===== src/hw/rtl/photometric_stereo_pixel_macros.svh =====
// Assertion macros for the photometric stereo pixel block.
// Used by the top level only; relies on a clock named clock and a reset named reset.
`ifndef PHOTOMETRIC_STEREO_PIXEL_MACROS_SVH
`define PHOTOMETRIC_STEREO_PIXEL_MACROS_SVH

// Same-cycle implication, checked outside reset.
`define PSP_ASSERT_NOW(lbl, ante, cons, msg) \
   lbl: assert property (@(posedge clock) disable iff (reset) (ante) |-> (cons)) else $error(msg);

// Next-cycle implication, checked outside reset.
`define PSP_ASSERT_NEXT(lbl, ante, cons, msg) \
   lbl: assert property (@(posedge clock) disable iff (reset) (ante) |=> (cons)) else $error(msg);

`endif


===== src/hw/rtl/psp_pkg.sv =====
// Shared constants, types and register codes of the photometric stereo pixel block.
// No dependencies; imported by every module of the block.
package psp_pkg;

   localparam int COORD_BITS = 10;
   localparam int COEF_BITS  = 16;

   localparam int LUM_W      = 8;
   localparam int COORD_W    = 10;
   localparam int ROW_W      = 48;
   localparam int CSR_ADDR_W = 3;
   localparam int ALB_W      = 24;
   localparam int NORM_W     = 16;

   localparam int V_W        = COEF_BITS + LUM_W + 2;
   localparam int MUL_W      = V_W;
   localparam int PROD_W     = 2 * MUL_W;
   localparam int SUMSQ_W    = 2 * V_W;
   localparam int FRAC_SHIFT = 8;
   localparam int SQ_IN_W    = SUMSQ_W - FRAC_SHIFT;
   localparam int ROOT_W     = SQ_IN_W / 2;
   localparam int CS_W       = SQ_IN_W;

   localparam int NORM_SHIFT = 10;
   localparam int Q_W        = 14;
   localparam int SAT_SHIFT  = Q_W - NORM_SHIFT;

   localparam logic [CSR_ADDR_W-1:0] CSR_ROW_ZERO  = 3'd0;
   localparam logic [CSR_ADDR_W-1:0] CSR_ROW_ONE   = 3'd1;
   localparam logic [CSR_ADDR_W-1:0] CSR_ROW_TWO   = 3'd2;
   localparam logic [CSR_ADDR_W-1:0] CSR_THRESHOLD = 3'd3;
   localparam logic [CSR_ADDR_W-1:0] CSR_GRID_STEP = 3'd4;

   localparam logic [ROW_W-1:0] ROW_ZERO_RESET = 48'h0000_0000_1000;
   localparam logic [ROW_W-1:0] ROW_ONE_RESET  = 48'h0000_1000_0000;
   localparam logic [ROW_W-1:0] ROW_TWO_RESET  = 48'h1000_0000_0000;
   localparam logic [LUM_W-1:0] THRESHOLD_RESET = 8'd1;
   localparam logic [LUM_W-1:0] GRID_STEP_RESET = 8'd8;

   typedef struct packed {
      logic            ge;
      logic [CS_W-1:0] diff;
   } csub_res_type;

endpackage


===== src/hw/rtl/psp_mul.sv =====
// Registered signed multiplier shared by the matrix product and the squares.
// Depends on psp_pkg.
module psp_mul
   import psp_pkg::*;
(
   input  logic                     clock,
   input  logic signed [MUL_W-1:0]  mul_a,
   input  logic signed [MUL_W-1:0]  mul_b,
   output logic signed [PROD_W-1:0] prod
);

   logic signed [PROD_W-1:0] prod_ff;
   logic signed [PROD_W-1:0] prod_in;

   assign prod_in = mul_a * mul_b;
   assign prod    = prod_ff;

   always_ff @(posedge clock) begin
      prod_ff <= prod_in;
   end

endmodule


===== src/hw/rtl/psp_csub.sv =====
// Shared compare and subtract step used by the square root, the saturation check, the divides and the grid test.
// Depends on psp_pkg.
module psp_csub
   import psp_pkg::*;
(
   input  logic [CS_W-1:0] op_a,
   input  logic [CS_W-1:0] op_b,
   output csub_res_type    res
);

   assign res.ge   = (op_a >= op_b);
   assign res.diff = op_a - op_b;

endmodule


===== src/hw/rtl/photometric_stereo_pixel.sv =====
// Top level of the photometric stereo pixel block: sequencer, registers and ports.
// Depends on psp_pkg, psp_mul, psp_csub and photometric_stereo_pixel_macros.svh.
//
// Channel   Direction  Handshake            Payload
// req_      in         req_tvalid/tready    tdata intensities, row, column; tuser frame start
// rsp_      out        rsp_tvalid/tready    tdata albedo, normals, max; tuser dark, grid
// csr_      in         csr_wen              csr_addr register index, csr_wdata value
//
// A lit pixel runs the matrix product and the squares on the one multiplier, the root,
// then per normal component a saturation check and, unless it saturates or the albedo is
// zero, a divide on the compare-subtract unit, then the grid test and the output load. A
// dark pixel goes from acceptance straight to the output load. Either load waits until the
// output register is free; the next word can enter in the cycle after the load. Reset is synchronous
// and active high. A finished result waits in the output register while the next word enters.
`include "photometric_stereo_pixel_macros.svh"
module photometric_stereo_pixel
   import psp_pkg::*;
(
   input  logic                  clock,
   input  logic                  reset,
   input  logic                  req_tvalid,
   output logic                  req_tready,
   // [7:0] intensity_one, [15:8] intensity_two, [23:16] intensity_three,
   // [33:24] pixel_row, [43:34] pixel_column, [47:44] zero
   input  logic [47:0]           req_tdata,
   // [0] frame_start
   input  logic                  req_tuser,
   output logic                  rsp_tvalid,
   input  logic                  rsp_tready,
   // [23:0] albedo, [39:24] normal_x, [55:40] normal_y, [71:56] normal_z,
   // [95:72] max_albedo
   output logic [95:0]           rsp_tdata,
   // [0] is_dark, [1] on_grid
   output logic [1:0]            rsp_tuser,
   input  logic                  csr_wen,
   input  logic [CSR_ADDR_W-1:0] csr_addr,
   input  logic [ROW_W-1:0]      csr_wdata
);

   // Sequencer states.
   localparam logic [2:0] S_IDLE = 3'd0;
   localparam logic [2:0] S_MAC  = 3'd1;
   localparam logic [2:0] S_SQ   = 3'd2;
   localparam logic [2:0] S_SQRT = 3'd3;
   localparam logic [2:0] S_DCHK = 3'd4;
   localparam logic [2:0] S_DIV  = 3'd5;
   localparam logic [2:0] S_GRID = 3'd6;
   localparam logic [2:0] S_DONE = 3'd7;

   localparam logic [4:0] MAC_LAST  = 5'd9;
   localparam logic [4:0] SQ_ISSUES = 5'd3;
   localparam logic [4:0] SQ_LAST   = 5'd4;
   localparam logic [4:0] ROOT_LAST = 5'(ROOT_W - 1);
   localparam logic [4:0] DIV_LAST  = 5'(Q_W - 1);
   localparam logic [4:0] ROW_LAST  = 5'(COORD_BITS - 1);
   localparam logic [4:0] COL_LAST  = 5'(2 * COORD_BITS - 1);
   localparam logic [CS_W-1:0] BIT_START = CS_W'(1) << (2 * (ROOT_W - 1));
   localparam logic [NORM_W-1:0] UNIT_POS = NORM_W'(1) << Q_W;

   // Control state.
   logic [2:0]           state_ff, state_in;
   logic [4:0]           cnt_ff, cnt_in;
   logic [1:0]           kidx_ff, kidx_in;
   logic [1:0]           hidx_ff, hidx_in;
   logic                 pend_ff, pend_in;
   logic [1:0]           pk_ff, pk_in;
   logic                 rsp_valid_ff, rsp_valid_in;
   logic [ROW_W-1:0]     mrow_ff [3];
   logic [ROW_W-1:0]     mrow_in [3];
   logic [LUM_W-1:0]     thr_ff, thr_in;
   logic [LUM_W-1:0]     step_ff, step_in;
   logic [ALB_W-1:0]     runmax_ff, runmax_in;

   // Working payload.
   logic [LUM_W-1:0]         lum_ff [3];
   logic [LUM_W-1:0]         lum_in [3];
   logic [2*COORD_BITS-1:0]  gsh_ff, gsh_in;
   logic                     dark_ff, dark_in;
   logic signed [V_W-1:0]    v_ff [3];
   logic signed [V_W-1:0]    v_in [3];
   logic [SUMSQ_W-1:0]       sumsq_ff, sumsq_in;
   logic [CS_W-1:0]          x_ff, x_in;
   logic [CS_W-1:0]          res_ff, res_in;
   logic [CS_W-1:0]          bit_ff, bit_in;
   logic [ROOT_W-1:0]        alb_ff, alb_in;
   logic [ROOT_W-1:0]        rem_ff, rem_in;
   logic [Q_W-1:0]           dd_ff, dd_in;
   logic [Q_W-1:0]           q_ff, q_in;
   logic [NORM_W-1:0]        norm_ff [3];
   logic [NORM_W-1:0]        norm_in [3];
   logic [LUM_W-1:0]         grem_ff, grem_in;
   logic                     rowz_ff, rowz_in;
   logic                     grid_ff, grid_in;

   // Output register.
   logic [ALB_W-1:0]   out_alb_ff, out_alb_in;
   logic [NORM_W-1:0]  out_n_ff [3];
   logic [NORM_W-1:0]  out_n_in [3];
   logic               out_dark_ff, out_dark_in;
   logic               out_grid_ff, out_grid_in;
   logic [ALB_W-1:0]   out_max_ff, out_max_in;

   // Shared units.
   logic signed [MUL_W-1:0]  mul_a, mul_b;
   logic signed [PROD_W-1:0] prod;
   logic [CS_W-1:0]          cs_a, cs_b;
   csub_res_type             cs_res;

   // Helpers.
   logic                     req_acc;
   logic                     out_free;
   logic [COEF_BITS-1:0]     coef;
   logic signed [V_W-1:0]    vk;
   logic [V_W-1:0]           mag;
   logic [ROOT_W:0]          rem2;
   logic [Q_W-1:0]           q_next;
   logic [NORM_W-1:0]        q_ext;
   logic [LUM_W:0]           grem2;
   logic [LUM_W-1:0]         grem_next;
   logic [LUM_W-1:0]         step_eff;
   logic [ALB_W-1:0]         alb_wide;
   logic                     advance;
   logic [NORM_W-1:0]        advance_val;

   psp_mul u_mul (
      .clock (clock),
      .mul_a (mul_a),
      .mul_b (mul_b),
      .prod  (prod)
   );

   psp_csub u_csub (
      .op_a (cs_a),
      .op_b (cs_b),
      .res  (cs_res)
   );

   assign req_tready = (state_ff == S_IDLE);
   assign req_acc    = req_tvalid && req_tready;
   assign out_free   = !rsp_valid_ff || rsp_tready;

   assign rsp_tvalid = rsp_valid_ff;
   assign rsp_tdata  = {out_max_ff, out_n_ff[2], out_n_ff[1], out_n_ff[0], out_alb_ff};
   assign rsp_tuser  = {out_grid_ff, out_dark_ff};

   // A grid step of zero behaves as one.
   assign step_eff = (step_ff == '0) ? LUM_W'(1) : step_ff;
   assign alb_wide = ALB_W'(alb_ff);

   assign coef = mrow_ff[kidx_ff][hidx_ff*COEF_BITS +: COEF_BITS];
   assign vk   = v_ff[kidx_ff];
   assign mag  = vk[V_W-1] ? V_W'(-vk) : V_W'(vk);
   assign rem2 = {rem_ff, dd_ff[Q_W-1]};
   assign q_next = {q_ff[Q_W-2:0], cs_res.ge};
   assign q_ext  = NORM_W'(q_next);
   assign grem2  = {grem_ff, gsh_ff[2*COORD_BITS-1]};
   assign grem_next = cs_res.ge ? cs_res.diff[LUM_W-1:0] : grem2[LUM_W-1:0];

   // Multiplier operands: coefficient times intensity, then the squares of v.
   always_comb begin
      if (state_ff == S_MAC) begin
         mul_a = {{(MUL_W-COEF_BITS){coef[COEF_BITS-1]}}, coef};
         mul_b = MUL_W'(lum_ff[hidx_ff]);
      end else begin
         mul_a = vk;
         mul_b = vk;
      end
   end

   // Compare-subtract operands for each phase that borrows the unit.
   always_comb begin
      unique case (state_ff)
         S_SQRT: begin
            cs_a = x_ff;
            cs_b = res_ff + bit_ff;
         end
         S_DCHK: begin
            cs_a = CS_W'(mag);
            cs_b = CS_W'(alb_ff) << SAT_SHIFT;
         end
         S_DIV: begin
            cs_a = CS_W'(rem2);
            cs_b = CS_W'(alb_ff);
         end
         S_GRID: begin
            cs_a = CS_W'(grem2);
            cs_b = CS_W'(step_eff);
         end
         default: begin
            cs_a = '0;
            cs_b = '0;
         end
      endcase
   end

   always_comb begin
      state_in     = state_ff;
      cnt_in       = cnt_ff;
      kidx_in      = kidx_ff;
      hidx_in      = hidx_ff;
      pend_in      = 1'b0;
      pk_in        = pk_ff;
      rsp_valid_in = rsp_valid_ff && !rsp_tready;
      mrow_in      = mrow_ff;
      thr_in       = thr_ff;
      step_in      = step_ff;
      runmax_in    = runmax_ff;
      lum_in       = lum_ff;
      gsh_in       = gsh_ff;
      dark_in      = dark_ff;
      v_in         = v_ff;
      sumsq_in     = sumsq_ff;
      x_in         = x_ff;
      res_in       = res_ff;
      bit_in       = bit_ff;
      alb_in       = alb_ff;
      rem_in       = rem_ff;
      dd_in        = dd_ff;
      q_in         = q_ff;
      norm_in      = norm_ff;
      grem_in      = grem_ff;
      rowz_in      = rowz_ff;
      grid_in      = grid_ff;
      out_alb_in   = out_alb_ff;
      out_n_in     = out_n_ff;
      out_dark_in  = out_dark_ff;
      out_grid_in  = out_grid_ff;
      out_max_in   = out_max_ff;
      advance      = 1'b0;
      advance_val  = '0;

      if (csr_wen) begin
         unique case (csr_addr)
            CSR_ROW_ZERO:  mrow_in[0] = csr_wdata;
            CSR_ROW_ONE:   mrow_in[1] = csr_wdata;
            CSR_ROW_TWO:   mrow_in[2] = csr_wdata;
            CSR_THRESHOLD: thr_in     = csr_wdata[LUM_W-1:0];
            CSR_GRID_STEP: step_in    = csr_wdata[LUM_W-1:0];
            default: ;
         endcase
      end

      unique case (state_ff)
         S_IDLE: begin
            if (req_acc) begin
               lum_in[0] = req_tdata[7:0];
               lum_in[1] = req_tdata[15:8];
               lum_in[2] = req_tdata[23:16];
               gsh_in    = {req_tdata[24 +: COORD_BITS], req_tdata[34 +: COORD_BITS]};
               dark_in   = (req_tdata[7:0] < thr_ff) || (req_tdata[15:8] < thr_ff) ||
                           (req_tdata[23:16] < thr_ff);
               if (req_tuser) begin
                  runmax_in = '0;
               end
               v_in     = '{default: '0};
               sumsq_in = '0;
               cnt_in   = '0;
               kidx_in  = '0;
               hidx_in  = '0;
               state_in = dark_in ? S_DONE : S_MAC;
            end
         end
         S_MAC: begin
            if (cnt_ff < MAC_LAST) begin
               pend_in = 1'b1;
               pk_in   = kidx_ff;
               if (hidx_ff == 2'd2) begin
                  hidx_in = '0;
                  kidx_in = kidx_ff + 2'd1;
               end else begin
                  hidx_in = hidx_ff + 2'd1;
               end
            end
            if (pend_ff) begin
               v_in[pk_ff] = v_ff[pk_ff] + prod[V_W-1:0];
            end
            if (cnt_ff == MAC_LAST) begin
               state_in = S_SQ;
               cnt_in   = '0;
               kidx_in  = '0;
            end else begin
               cnt_in = cnt_ff + 5'd1;
            end
         end
         S_SQ: begin
            if (cnt_ff < SQ_ISSUES) begin
               pend_in = 1'b1;
               kidx_in = kidx_ff + 2'd1;
            end
            if (pend_ff) begin
               sumsq_in = sumsq_ff + SUMSQ_W'(prod);
            end
            if (cnt_ff == SQ_LAST) begin
               x_in     = sumsq_ff[SUMSQ_W-1:FRAC_SHIFT];
               res_in   = '0;
               bit_in   = BIT_START;
               cnt_in   = '0;
               state_in = S_SQRT;
            end else begin
               cnt_in = cnt_ff + 5'd1;
            end
         end
         S_SQRT: begin
            // One root bit per cycle: subtract the trial value when it fits.
            if (cs_res.ge) begin
               x_in   = cs_res.diff;
               res_in = (res_ff >> 1) + bit_ff;
            end else begin
               res_in = res_ff >> 1;
            end
            bit_in = bit_ff >> 2;
            cnt_in = cnt_ff + 5'd1;
            if (cnt_ff == ROOT_LAST) begin
               alb_in   = res_in[ROOT_W-1:0];
               kidx_in  = '0;
               state_in = S_DCHK;
            end
         end
         S_DCHK: begin
            // Zero albedo gives a zero normal; mag >= 16*albedo saturates.
            if (alb_ff == '0) begin
               advance     = 1'b1;
               advance_val = '0;
            end else if (cs_res.ge) begin
               advance     = 1'b1;
               advance_val = vk[V_W-1] ? NORM_W'(-UNIT_POS) : UNIT_POS;
            end else begin
               rem_in   = ROOT_W'(mag >> SAT_SHIFT);
               dd_in    = {mag[SAT_SHIFT-1:0], {NORM_SHIFT{1'b0}}};
               q_in     = '0;
               cnt_in   = '0;
               state_in = S_DIV;
            end
         end
         S_DIV: begin
            rem_in = cs_res.ge ? cs_res.diff[ROOT_W-1:0] : rem2[ROOT_W-1:0];
            q_in   = q_next;
            dd_in  = {dd_ff[Q_W-2:0], 1'b0};
            cnt_in = cnt_ff + 5'd1;
            if (cnt_ff == DIV_LAST) begin
               advance     = 1'b1;
               advance_val = vk[V_W-1] ? NORM_W'(-q_ext) : q_ext;
            end
         end
         S_GRID: begin
            grem_in = grem_next;
            gsh_in  = {gsh_ff[2*COORD_BITS-2:0], 1'b0};
            cnt_in  = cnt_ff + 5'd1;
            if (cnt_ff == ROW_LAST) begin
               rowz_in = (grem_next == '0);
               grem_in = '0;
            end
            if (cnt_ff == COL_LAST) begin
               grid_in  = rowz_ff && (grem_next == '0);
               state_in = S_DONE;
            end
         end
         S_DONE: begin
            if (out_free) begin
               rsp_valid_in = 1'b1;
               out_dark_in  = dark_ff;
               if (dark_ff) begin
                  out_alb_in  = '0;
                  out_n_in    = '{default: '0};
                  out_grid_in = 1'b0;
                  out_max_in  = runmax_ff;
               end else begin
                  out_alb_in  = alb_wide;
                  out_n_in    = norm_ff;
                  out_grid_in = grid_ff;
                  if (alb_wide > runmax_ff) begin
                     runmax_in  = alb_wide;
                     out_max_in = alb_wide;
                  end else begin
                     out_max_in = runmax_ff;
                  end
               end
               state_in = S_IDLE;
            end
         end
         default: state_in = S_IDLE;
      endcase

      // Store one normal component and move to the next, or on to the grid test.
      if (advance) begin
         norm_in[kidx_ff] = advance_val;
         if (kidx_ff == 2'd2) begin
            cnt_in   = '0;
            grem_in  = '0;
            state_in = S_GRID;
         end else begin
            kidx_in  = kidx_ff + 2'd1;
            state_in = S_DCHK;
         end
      end
   end

   always_ff @(posedge clock) begin
      if (reset) begin
         state_ff     <= S_IDLE;
         cnt_ff       <= '0;
         kidx_ff      <= '0;
         hidx_ff      <= '0;
         pend_ff      <= 1'b0;
         pk_ff        <= '0;
         rsp_valid_ff <= 1'b0;
         mrow_ff[0]   <= ROW_ZERO_RESET;
         mrow_ff[1]   <= ROW_ONE_RESET;
         mrow_ff[2]   <= ROW_TWO_RESET;
         thr_ff       <= THRESHOLD_RESET;
         step_ff      <= GRID_STEP_RESET;
         runmax_ff    <= '0;
      end else begin
         state_ff     <= state_in;
         cnt_ff       <= cnt_in;
         kidx_ff      <= kidx_in;
         hidx_ff      <= hidx_in;
         pend_ff      <= pend_in;
         pk_ff        <= pk_in;
         rsp_valid_ff <= rsp_valid_in;
         mrow_ff      <= mrow_in;
         thr_ff       <= thr_in;
         step_ff      <= step_in;
         runmax_ff    <= runmax_in;
      end
   end

   always_ff @(posedge clock) begin
      lum_ff      <= lum_in;
      gsh_ff      <= gsh_in;
      dark_ff     <= dark_in;
      v_ff        <= v_in;
      sumsq_ff    <= sumsq_in;
      x_ff        <= x_in;
      res_ff      <= res_in;
      bit_ff      <= bit_in;
      alb_ff      <= alb_in;
      rem_ff      <= rem_in;
      dd_ff       <= dd_in;
      q_ff        <= q_in;
      norm_ff     <= norm_in;
      grem_ff     <= grem_in;
      rowz_ff     <= rowz_in;
      grid_ff     <= grid_in;
      out_alb_ff  <= out_alb_in;
      out_n_ff    <= out_n_in;
      out_dark_ff <= out_dark_in;
      out_grid_ff <= out_grid_in;
      out_max_ff  <= out_max_in;
   end

   `PSP_ASSERT_NEXT(a_accept_leaves_idle, req_acc, state_ff != S_IDLE, "accepted word did not start work")
   `PSP_ASSERT_NOW(a_dark_zero, rsp_valid_ff && out_dark_ff, (out_alb_ff == '0) && !out_grid_ff && (rsp_tdata[71:24] == '0), "dark result not zero")
   `PSP_ASSERT_NOW(a_max_bounds, rsp_valid_ff, out_max_ff >= out_alb_ff, "max albedo below albedo")
   `PSP_ASSERT_NOW(a_one_pending, pend_ff, (state_ff == S_MAC) || (state_ff == S_SQ), "product pending outside multiply phases")

endmodule

===== config.mk =====
export PLATFORM = sky130hd
export DESIGN_NAME = photometric_stereo_pixel
export DESIGN_NICKNAME = d
export VERILOG_FILES = /design/src/hw/rtl/psp_pkg.sv /design/src/hw/rtl/psp_mul.sv /design/src/hw/rtl/psp_csub.sv /design/src/hw/rtl/photometric_stereo_pixel.sv
export VERILOG_INCLUDE_DIRS = /design/src /design/src/hw/rtl
export SDC_FILE = /design/constraint.sdc
export NUM_CORES = 2
export LEC_CHECK = 0
export ABC_AREA = 1
export BUFFER_PORTS_ARGS = -buffer_cell sky130_fd_sc_hd__buf_4
export CAP_MARGIN = 15
export CORE_MARGIN = 4
export CORE_UTILIZATION = 31
export DETAILED_ROUTE_END_ITERATION = 7
export PLACE_DENSITY = 0.54
export SLEW_MARGIN = 15
export SYNTH_ARGS = -nofsm -noshare
export SYNTH_HDL_FRONTEND = slang
export SYNTH_SLANG_ARGS = --single-unit

===== constraint.sdc =====
create_clock -name clock -period 10.7 [get_ports clock]
set_input_delay 1.07 -clock clock [delete_from_list [all_inputs] [get_ports clock]]
set_output_delay 1.07 -clock clock [all_outputs]
set_load 0.1 [all_outputs]

# After elaboration in Yosys (flattened, before gate mapping)
# Cells that the tools add are included.
dict set report word_totals {
  mem_count 0
  ram_bits 0
  romBits 0
  elab_cells 259
  out_inout_bits 100
  regBits 786
  inputBits 105
  latchBits 0
}
dict set report op_classes {
  n_lt_le_gt_ge 12
  n_eq_ne 36
  shift 1
  n_addsub 10
  mul 1
  div_mod_pow 0
  n_bitwise 3
  muxes 109
  reduce_logical 43
}
# cell count
set ops {}
lappend ops {{$pmux 44 s4} 2}
lappend ops {{$pmux 44 s2} 3}
lappend ops {{$mux 44} 5}
lappend ops {{$mux 26} 8}
lappend ops {{$mux 78} 2}
lappend ops {{$pmux 78 s2} 1}
lappend ops {{$mux 24} 5}
lappend ops {{$bmux 26 s2} 2}
lappend ops {{$mux 52} 2}
lappend ops {{$pmux 52 s2} 1}
lappend ops {{$bmux 48 s2} 1}
lappend ops {{$mux 16} 6}
lappend ops {{$mux 48} 2}
lappend ops {{$bwmux 78} 1}
lappend ops {{$mux 22} 3}
lappend ops {{$mux 8} 8}
lappend ops {{$add 52x52->52} 1}
lappend ops {{$demux 26 s2} 1}
lappend ops {{$mul 26x26->52} 1}
lappend ops {{$bwmux 48} 1}
lappend ops {{$pmux 24 s2} 1}
lappend ops {{$shiftx 48x7->16} 1}
lappend ops {{$add 43x44->44} 1}
lappend ops {{$add 44x44->44} 1}
lappend ops {{58 further kinds} 155}

# Depth between registers and ports, before layout
dict set report depth {
  ltp_word 13
  mapped_depth 42
  ltp_nobuf 39
}

# Cells and area by module
# Synthesis repeated with hierarchy kept, for this count alone.
dict set report unflattened {
  hier_cells 10297
  area_unflattened_um2 74791.7
}
# mod area_per_inst_um2 n_inst cells_per_inst seq_area_each_um2
set modules_own_cells {}
lappend modules_own_cells {photometric_stereo_pixel 43424.1 1 5939 18938.2}
lappend modules_own_cells {psp_mul 27550.2 1 3558 1041.0}
lappend modules_own_cells {psp_csub 3817.4 1 800 0.0}

# Least setup slack after synthesis
# No wires, ideal clock.
dict set report synth_path {
  path_type {reg2reg}
  from {reg state_ff[1]}
  to {reg x_ff[0] (enable)}
  path_buffers 1
  setup_time_ps 446
  arrival_time_ps 7804
  setup_slack_ps 2451
  t_required_ps 10254
  stages_incl_launch_ff 8
  path_cell_list {dfxtp_1 inv_1 nor2_1 nand2_1 clkbuf_1 o21ai_0 inv_1 nor2_1}
}
dict set report synth_via {
  elab_chain_len 5
  elab_cells_between_ends 12
  cone_classes {order compare (1); eq/ne (7); mux (2); reduce/logical (2)}
}
# element line_no
set synth_lines {}
lappend synth_lines {{start, declared} photometric_stereo_pixel.sv:61} ;# logic [2:0] state_ff, state_in;
lappend synth_lines {{start signal, assigned} photometric_stereo_pixel.sv:414} ;# state_ff <= state_in;
lappend synth_lines {{$eq 3x3->1 or $eq 3x2->1 (tied branches)} {photometric_stereo_pixel.sv:172, photometric_stereo_pixel.sv:243}}
lappend synth_lines {{$pmux 44 s4} photometric_stereo_pixel.sv:172} ;# unique case (state_ff)
lappend synth_lines {{$ge 44x44->1} psp_csub.sv:11} ;# assign res.ge = (op_a >= op_b);
lappend synth_lines {{$ne 2x2->1 (no line)} n/a}
lappend synth_lines {{$reduce_and 3->1 (no line) *} n/a}
lappend synth_lines {{end signal, assigned} photometric_stereo_pixel.sv:434} ;# x_ff <= x_in;
lappend synth_lines {{end, declared} photometric_stereo_pixel.sv:82} ;# logic [CS_W-1:0] x_ff, x_in;
# Mark *: on every way between the ends. The rest lies on a longest branch, timed or not.
# A chain may end at the register's enable or synchronous reset.

# Worst setup path after layout
dict set report layout_path {
  from {reg kidx_ff[0]}
  to {reg u_mul.prod_ff[45], in the netlist u_mul.prod[45]}
}
dict set report layout_via {
  elab_chain_len 7
  elab_cells_between_ends 11
  cone_classes {mul (1); shift (1); mux (8); bitwise (1)}
}
# element line_no
set layout_lines {}
lappend layout_lines {{start, declared} photometric_stereo_pixel.sv:63} ;# logic [1:0] kidx_ff, kidx_in;
lappend layout_lines {{start signal, assigned} photometric_stereo_pixel.sv:416} ;# kidx_ff <= kidx_in;
lappend layout_lines {{$not 2->3 (not written as such) *} {photometric_stereo_pixel.sv:150, photometric_stereo_pixel.sv:151}}
lappend layout_lines {{$bmux 48 s2} photometric_stereo_pixel.sv:150} ;# assign coef = mrow_ff[kidx_ff][hidx_ff*COEF_BITS +: COEF_BITS];
lappend layout_lines {{$mux 48 (not written as such) (2 in a row)} photometric_stereo_pixel.sv:150}
lappend layout_lines {{$shiftx 48x7->16} photometric_stereo_pixel.sv:150}
lappend layout_lines {{$mux 26} photometric_stereo_pixel.sv:161} ;# if (state_ff == S_MAC) begin
lappend layout_lines {{$mul 26x26->52 *} psp_mul.sv:15} ;# assign prod_in = mul_a * mul_b;
lappend layout_lines {{net u_mul.prod_in[45]} psp_mul.sv:13} ;# logic signed [PROD_W-1:0] prod_in;
lappend layout_lines {{end signal, assigned} psp_mul.sv:19} ;# prod_ff <= prod_in;
lappend layout_lines {{end, declared} psp_mul.sv:12} ;# logic signed [PROD_W-1:0] prod_ff;
# The timed path passes the listed nets; every way through them passes the cells marked *. The select of a mux whose other input is x is not followed.

==> flow_summary_export.csv <==
group,metric,value,unit
worst_setup_path,cp_slowest_cell,"fa_1",
floorplan,row_count,175,
clock_network,cts-resized-gates,0,
worst_setup_path,path_class,"flop to flop",
worst_setup_path,reg2reg_slack,1120,ps
clock_network,ctsLongestPathBuffers,3,
floorplan,die_h,485.5,µm
sta,finalSetupViolCount,0,
synth,syn_area,0.07068,mm²
placement,place_area,0.07615,mm²
job,drv_cap,0,
clock_network,cts_setup_buffers,0,
clock_network,htreeDepth,3,
floorplan,core,0.2271,mm²
worst_setup_path,timing.rr.start,"kidx_ff[0]",
clock_network,path_clk_slew,60,ps
worst_setup_path,cp.required,11350,ps
floorplan,ioPinCount,205,
sta,period_share,89.53,%
grt,grt_pass1_wl,393400,µm
floorplan,dieArea,0.2357,mm²
sta,period_needed,9580,ps
final_layout,fin_area,0.07928,mm²
placement,port_buffers,198,
synth,ys_seq_area_share,28.27,%
synth,synthArstFlopShare,0,%
synth,ys_warn_count,0,
clock_network,tritoncts,"yes",
drt,drtIter0Drc,5626,
worst_setup_path,crit_path_end_kind,"flop",
placement,hpwl,209100,µm
placement,gp_congestion,0.9662,
clock_network,clk_latency,770,ps
sta,skew,66.67,ps
grt,grt_overflow,0,
final_layout,drive_gt1_share,6.786,%
status,status,"finished clean",
grt,antenna_found_initial,6,
worst_setup_path,r2r_cells,34,
sta,slew_violations,0,
synth,synthFlopType,"edfxtp_1",
worst_setup_path,worstPathArrival,10230,ps
final_layout,fin_nets,10400,
drt,vias,62370,
sta,setup-tns-final,0,ps
worst_setup_path,critPathMaxStageDelay,860,ps
drt,wire_per_inst,21.31,µm
grt,grt_usage,21.83,%
drt,first_pass_iters,8,
drt,antenna_left,0,
sta,rsz0062_at_grt,"no",
worst_setup_path,timing.rr.end,"u_mul.prod[45]",
sta,tightest_slew,1184,ps
synth,avgSynthCellArea,7.811,µm²
clock_network,cts_root_buf,"clkbuf_16",
synth,synth_edf_count,492,
sta,hold_viol,0,
grt,grt_pass1_vias,62620,
worst_setup_path,endpoint,"u_mul.prod[45]",
hold_path,hold_class,"flop to flop",
worst_setup_path,critPathMaxFanout,26,
worst_setup_path,startpoint,"kidx_ff[0]",
floorplan,start_util,31.13,%
worst_setup_path,crit_top_cell,"inv_1",
drt,drt_wl_total,262300,µm
floorplan,die_x,485.5,µm
worst_setup_path,start_kind,"flop",
sta,relSlewSlack,21.07,%
clock_network,cts_sinks,752,
sta,whs,449.5,ps
synth,ys_ff_latch,752,
sta,fmaxAchievable,0.1044,GHz
synth,ys_types,66,
clock_network,cts-buffers-inserted,92,
final_layout,area_growth,12.17,%
drt,drcViolationCount,0,
synth,syn_inst,9049,
grt,grt_max_degree,102,
drt,via_per_inst,5.067,
clock_network,cts_hold_buf,0,
-- routing by layer --
metal	part of all wire [%]	global-route usage, %	up-vias	routed length, µm
met2	45	35.02	2405	117500
li1	-	-	29050	-
met4	3.1	6.283	8	8029
met1	44	30.09	30480	115900
met5	0.019	0	-	51
met3	8.0	4.003	421	20910
-- cell usage in the layout, fill, tap and decap left out, types with 23 or more instances in the layout --
cell type     n
a21o_1       45
a21oi_1     455
a31oi_1      62
and2_1       29
buf_4       358
clkbuf_16    96
dfxtp_1     259
edfxtp_1    492
fa_1        713
ha_1        363
inv_1      1675
inv_2        23
nand2_1    1775
nand3_1     372
nand4_1      57
nor2_1     1230
nor3_1       62
o211ai_1     48
o21a_1       25
o21ai_0     584
o21ai_1      25
o21bai_1     36
o221ai_1     37
o22ai_1      35
or2_2        29
xnor2_1      64
xor2_1       71
-- logic make-up (layout without fill, tap and decap cells) --
logic type,count (synthesis),count (layout),synth area share [%]
flip-flops,752,752,28.27
buffers and inverters,1990,2239,10.74
XOR/XNOR,135,135,1.673
AND/OR/NAND/NOR,3643,3643,20.89
AO/OA/AOI/OAI,1452,1452,11.81
other,1,3,0.005306
adder cells (fa/ha/maj),1076,1076,26.62
-- area by class of cell --
type | count | area [µm²]
fillers | 23850 | 147800
multi-input cells | 6308 | 43260
flip-flops and latches | 752 | 19980
inverters | 1709 | 6425
well taps | 3009 | 3765
repair buffers | 360 | 2728
clock buffers | 112 | 2482
clock inverters | 58 | 639.4
diodes | 1 | 2.502
-- worst max-delay path, delay by kind of cell, from the launching register on --
| kind | cells | cell delay (ps) |
|---|---|---|
| AND/OR/NAND/NOR | 13 | 2130 |
| flip-flops | 1 | 420 |
| buffers and inverters | 12 | 2710 |
| AO/OA/AOI/OAI | 1 | 230 |
| adder cells (fa/ha/maj) | 7 | 3710 |
| XOR/XNOR | 1 | 190 |
-- flip-flops by register name, summed over array words and instances, names as in the netlist, 8 cells and up --
name	count
out_max_ff	24
grem_ff	8
u_mul.prod	52
v_ff	78
mrow_ff	144
bit_ff	22
runmax_ff	24
rem_ff	22
q_ff	13
rsp_tdata	48
lum_ff	24
norm_ff	48
out_alb_ff	22
thr_ff	8
res_ff	44
step_ff	8
gsh_ff	20
sumsq_ff	52
x_ff	44
alb_ff	22
-- cells in the mapped netlist (5+ instances only) --
library cell  number  area [µm²]
o21ai_0          587        2938
nand2_1         1777        6670
dfxtp_1          260        5205
buf_4              7       52.55
a21oi_1          455        2277
buf_2             43       215.2
a31oi_1           62       387.9
buf_6              5       56.30
a21o_1            45       337.8
nor3_1            64       320.3
inv_2             21       78.83
a22o_1            20       175.2
xor2_1            71       621.9
nor2_1          1241        4658
and3_1            11       68.82
edfxtp_1         492       14770
fa_1             713       14270
a211oi_1           9       67.56
o22ai_1           36       225.2
o21a_1            25       187.7
a21boi_0           7       52.55
nor2_2             7       43.79
inv_1           1679        6302
nand2_2            7       43.79
ha_1             363        4542
a221oi_1          20       175.2
o221ai_1          37       324.1
xnor2_1           64       560.5
clkbuf_1         206       773.2
o211ai_1          48       360.4
nor4_1            21       131.4
nand4_1           57       356.6
o21ai_1           25       125.1
a21oi_2           10       87.58
nand3b_1          13       97.59
or2_2             29       181.4
buf_1             20       75.07
and2_1            29       181.4
nand3_1          372        1862
clkinv_1           7       26.28
o31ai_1            5       37.54
o21bai_1          36       270.3
-- worst min path at each step --
stage | end | slack, ps | startpoint | depth (start not counted)
floorplan | mrow_ff[108] | 420 | mrow_ff[108] | 2
global placement | mrow_ff[108] | 440 | mrow_ff[108] | 2
detailed placement | mrow_ff[34] | 440 | mrow_ff[34] | 2
CTS | lum_ff[21] | 450 | req_tdata[5] | 1
global route | lum_ff[21] | 470 | req_tdata[5] | 1
finish | mrow_ff[34] | 450 | mrow_ff[34] | 2
-- stage by stage --
stage                     cells  setup slack [ps]  utilization (%)
after global placement    12140              1315            33.54
after CTS                 12310              1283            34.91
after floorplan            9050              2451                -
after global routing      12310             684.3            34.91
final                     12310              1120            34.91
after detailed placement  12140              1307            33.54
Power is not shown: default switching activity piles up to over one toggle a cycle in this logic, so the estimate is an artifact.
